$ cat config.mk
export PLATFORM = sky130hd
export DESIGN_NAME = fsac_resolve
export DESIGN_NICKNAME = d
export VERILOG_FILES = /design/src/design/fsac_pkg.sv /design/src/design/fsac_resolve.sv
export SDC_FILE = /design/constraint.sdc
export NUM_CORES = 1
export LEC_CHECK = 0
export ABC_AREA = 1
export BUFFER_PORTS_ARGS = -buffer_cell sky130_fd_sc_hd__buf_2
export CELL_PAD_IN_SITES_DETAIL_PLACEMENT = 1
export CELL_PAD_IN_SITES_GLOBAL_PLACEMENT = 2
export CORE_AREA = 2 2 124 126
export DETAILED_ROUTE_END_ITERATION = 6
export DIE_AREA = 0 0 126 128
export PLACE_DENSITY_LB_ADDON = 0.3
export SLEW_MARGIN = 10
export SYNTH_ARGS = -nofsm -noshare
export SYNTH_HDL_FRONTEND = slang
export SYNTH_SLANG_ARGS = --single-unit
export TNS_END_PERCENT = 10
$ cat constraint.sdc
create_clock -name vclk -period 3.05
set_clock_uncertainty 0.2 [all_clocks]
set_input_delay 0.305 -clock vclk [all_inputs]
set_output_delay 0.305 -clock vclk [all_outputs]
set_load 0.02 [all_outputs]
$ cat src/design/fsac_pkg.sv
`default_nettype none

package fsac_pkg;

    localparam int SETS_DEF     = 64;
    localparam int WAYS_DEF     = 4;
    localparam int TAG_BITS_DEF = 32;

    localparam int SET_IN_W   = 6;
    localparam int SET_IN_NUM = 2 ** SET_IN_W;
    localparam int TAG_IN_W   = 32;
    localparam int CFG_W      = 3;
    localparam int WAY_OUT_W  = 2;
    localparam int TOTAL_W    = 32;

    localparam logic [CFG_W-1:0] WAYS_IN_USE_RST = CFG_W'(4);

    // widths sized for the largest way count supported
    localparam int WAYS_MAX  = 16;
    localparam int WAY_W_MAX = $clog2(WAYS_MAX);
    localparam int CNT_W_MAX = $clog2(WAYS_MAX + 1);

    typedef logic [WAY_W_MAX-1:0] way_max_t;
    typedef logic [CNT_W_MAX-1:0] cnt_max_t;

    typedef struct packed {
        logic     hit;
        logic     evict;
        logic     meta_we;
        way_max_t way;
        cnt_max_t fill_next;
        way_max_t oldest_next;
    } decision_t;

endpackage

`default_nettype wire

$ cat src/design/fsac_resolve.sv
`default_nettype none

module fsac_resolve #(
    parameter int WAYS     = fsac_pkg::WAYS_DEF,
    parameter int TAG_BITS = fsac_pkg::TAG_BITS_DEF
) (
    input  wire logic [TAG_BITS-1:0]                       row_tags [WAYS],
    input  wire logic [TAG_BITS-1:0]                       tag,
    input  wire logic [$clog2(WAYS+1)-1:0]                 fill,
    input  wire logic [((WAYS > 1) ? $clog2(WAYS) : 1)-1:0] oldest,
    input  wire logic [$clog2(WAYS+1)-1:0]                 nw,
    output fsac_pkg::decision_t                            dec
);

    localparam int WAY_W = (WAYS > 1) ? $clog2(WAYS) : 1;
    localparam int CNT_W = $clog2(WAYS + 1);

    logic [CNT_W-1:0] filled;
    logic [CNT_W-1:0] filled_inc;
    logic             room;
    logic             hit;
    logic [WAY_W-1:0] hit_way;
    logic [WAY_W-1:0] vict;
    logic [CNT_W-1:0] vict_inc;
    logic [WAY_W-1:0] vict_next;
    logic [WAY_W-1:0] way;

    always_comb
    begin
        filled = (fill > nw) ? nw : fill;
        hit     = 1'b0;
        hit_way = '0;
        // lowest matching way wins
        for (int k = WAYS - 1; k >= 0; k--)
        begin
            if ((CNT_W'(k) < filled) && (row_tags[k] == tag))
            begin
                hit     = 1'b1;
                hit_way = WAY_W'(k);
            end
        end
    end

    assign room       = (filled < nw);
    assign filled_inc = filled + CNT_W'(1);
    assign vict       = (CNT_W'(oldest) >= nw) ? '0 : oldest;
    assign vict_inc   = CNT_W'(vict) + CNT_W'(1);
    assign vict_next  = (vict_inc == nw) ? '0 : WAY_W'(vict_inc);

    always_comb
    begin
        if (hit)
        begin
            way = hit_way;
        end
        else if (room)
        begin
            way = WAY_W'(filled);
        end
        else
        begin
            way = vict;
        end
    end

    assign dec.hit         = hit;
    assign dec.evict       = !hit && !room;
    assign dec.meta_we     = !hit;
    assign dec.way         = fsac_pkg::way_max_t'(way);
    assign dec.fill_next   = (!hit && room) ? fsac_pkg::cnt_max_t'(filled_inc)
                                            : fsac_pkg::cnt_max_t'(fill);
    assign dec.oldest_next = (!hit && !room) ? fsac_pkg::way_max_t'(vict_next)
                                             : fsac_pkg::way_max_t'(oldest);

endmodule

`default_nettype wire

==> summary.log <==
INFO  drt            overall_routed_net_length=13,360µm
INFO  status         run_status=completed
INFO  drt            first_iter_violations=66
INFO  timing         finalMaxSlewViolations=0
INFO  layout         finish.utilization=0.2736
INFO  drt            final_antenna_net_count=0
INFO  layout         clkbuf_count=0
INFO  layout         area_delta_synth_final=34.08%
INFO  worst_hold_path worst_hold_path.endpoint=dec[0]
INFO  worst_setup_path cp_data_arrival_time=2.38ns
INFO  timing         shortest_clock_period_the_worst_path_allows_after_layout=2.885ns
INFO  floorplan      floorplan.die_area=0.01613mm²
INFO  placement      dpl.hpwl=12,570µm
INFO  layout         ff_latch_area=0µm²
INFO  worst_setup_path startpoint_type=primary input
INFO  grt            grt_antenna_before_repair=1
INFO  synth          synth_cells=548
INFO  floorplan      chipWidth=126µm
INFO  synth          synth.yosys.seq_area_share=0
INFO  drt            drt_first_pass_iters=7
INFO  synth          avgSynthCellArea=5.535µm²
INFO  floorplan      start_util=0.2040
INFO  grt            first_global_vias=3,967
INFO  worst_hold_path worstHoldPathCells=4
INFO  worst_setup_path cpPeakStageDelay=0.33ns
INFO  timing         final.period_utilization=0.9459
INFO  grt            grt_start_max_net_pins=9
INFO  layout         multiInputGateArea=0.002671mm²
INFO  synth          netlist-cell-type-count=35
INFO  worst_hold_path hold_class=primary input to output pin
INFO  floorplan      count_of_pins_on_the_block_boundary=184
INFO  timing         setup-violations-final=0
INFO  placement      dpl.cell_count=893
INFO  synth          post_synth_xor_area_fraction=0.2962
INFO  grt            grt_pass1_wl=20,230µm
INFO  worst_setup_path crit_path_max_fanout=4
INFO  floorplan      die_height=128µm
INFO  placement      portBuffers=178
INFO  power_and_ir_drop leakagePower=2.071nW
INFO  grt            grt_overflow=0
INFO  worst_setup_path cp_cell_sequence=buf_2 > inv_2 > ha_1 > o21ai_1 > a21oi_2 > nor2_2 > ha_1 > xnor2_1 > nand2_1 > a21oi_1 > o21ai_1 > o21ai_0 > inv_1 > nand3_1 > nand2_1 > buf_2
INFO  synth          synth.cell_area=0.003033mm²
INFO  synth          synthMuxAreaShare=0
INFO  floorplan      row_count=45
INFO  timing         timing.final.hold_violations=0
INFO  layout         final_layout_size_suffix_gt1_frac=0.3130
INFO  worst_setup_path timing_worst_setup_path_type=primary input to output pin
INFO  layout         layout.filler_cells=2,038
INFO  grt            grt_use_total=0.1581
INFO  timing         grt_setup_unrepaired=yes
INFO  power_and_ir_drop power_total=0.7257mW
INFO  worst_setup_path critical_path.top_delay_family=compound AO/OA/AOI/OAI gates
INFO  drt            via_count=3,771
INFO  worst_hold_path worst_hold_startpoint=oldest[0]
INFO  layout         sequential_cell_total=0
INFO  power_and_ir_drop power-per-cell-area=178.5mW/mm²
INFO  layout         mostFrequentLayoutCell=nand2_1
INFO  flow_run       max_cap_viol_count=0
INFO  worst_setup_path timing.critical_path.buf_inv=4
INFO  worst_setup_path sort_of_element_at_the_end_of_the_critical_path=output pin
INFO  layout         final_nets=885
INFO  timing         max_clock_freq=346.6MHz
INFO  placement      gp_congestion=0.8236
INFO  layout         final-instance-count-excl-fill=895
INFO  synth          post_synth_fa_ha_maj_area_fraction=0.03713
INFO  worst_setup_path timing.critical_path.slowest_stage_cell=ha_1
INFO  drt            detail_route.wl_per_cell=14.93µm
INFO  drt            via_per_inst=4.213
INFO  power_and_ir_drop peakVddDrop=0.04955mV
INFO  layout         commonest_non_fill_non_tap_cells_in_the_layout=nand2_1 (179), buf_2 (177), xnor2_1 (94)
INFO  drt            drc=0
INFO  synth          synth-compound-area-share=0.02021
INFO  synth          ys_warn_count=0
INFO  floorplan      core_area=0.01486mm²
INFO  worst_setup_path cp_data_required_time=2.54ns
INFO  synth          largest_family_of_logic_cells_by_synthesized_area=simple AND/OR/NAND/NOR gates
INFO  synth          synth_simple_gate_area_frac=0.5099
cell type report:
class,count,share of cell area
inverter,65,0.06123
multi-input combinational,461,0.6569
timing repair buffer,180,0.2234
tap,188,0.05785
antenna,1,0.0006154
Yosys cell counts (2+ instances only):
cell type | number | area share
xnor2_2 | 3 | 0.016
o21ai_0 | 5 | 0.0082
and2_1 | 3 | 0.0062
xnor2_1 | 94 | 0.27
buf_2 | 17 | 0.028
ha_1 | 9 | 0.037
buf_4 | 8 | 0.020
nor2_1 | 63 | 0.078
nand2_2 | 7 | 0.014
nand4_1 | 21 | 0.043
nand3_4 | 2 | 0.012
nand2_1 | 179 | 0.22
inv_1 | 57 | 0.071
a21oi_1 | 3 | 0.0049
nand3b_1 | 2 | 0.0049
nand3_1 | 29 | 0.048
xor2_1 | 3 | 0.0087
nand3_2 | 3 | 0.0099
nor3_1 | 2 | 0.0033
inv_2 | 7 | 0.0087
nand2_4 | 6 | 0.022
or2_0 | 6 | 0.012
or2_1 | 5 | 0.010
nor2_2 | 3 | 0.0062
metrics by stage:
stage	TNS, ns	setup WS [ns]	hold WS [ns]	cell area [µm²]
3_5_place_dp	0	0.01263	0.7542	4024
6_report	0	0.1651	0.7471	4066
3_3_place_gp	0	0.1437	0.7415	4024
4_1_cts	0	0.003217	0.7571	4024
5_1_grt	-0.01803	-0.01803	0.7783	4066
2_1_floorplan	0	0.4079	0.5780	3052
what timing repair did:
item | in CTS | in global routing
setup buffers | 0 | 1
endpoints found under the setup margin | 0 | 7
hold buffers | 0 | 0
gates resized for setup | 0 | 12
endpoints found under the hold margin | 0 | 0
metal layers:
layer	vias up	wire, µm	global-route usage	share of wire
met1	1689	5486	0.1851	0.41
met5	-	0	0	0
li1	1978	-	-	-
met3	8	654	0.01628	0.049
met4	0	121	0.01164	0.0091
met2	96	7102	0.3194	0.53
power breakdown:
part	switching, mW	total (mW)	internal, mW	leakage, nW
Clock	0	0.0000000439	0.0000000438	0.00000634
Combinational	0.425	0.726	0.301	2.07
Sequential	0	0	0	0
Total	0.425	0.726	0.301	2.07
kinds of logic (layout without fill, tap and decap cells):
logic type,Yosys count,in the layout
other cells,1,7
buf+inv,92,245
compound gates,11,11
simple gates,335,335
fa+ha+maj,9,9
xor+xnor,100,100
worst max-delay path by stage:
stage,startpoint,to,cells after the start
after floorplan,nw[2],dec[9],12
after global placement,nw[2],dec[10],14
after detailed placement,nw[2],dec[10],16
after CTS,nw[2],dec[10],16
after global routing,nw[1],dec[0],16
final,nw[1],dec[0],16
No activity file was read; power rests on OpenSTA's default activity.
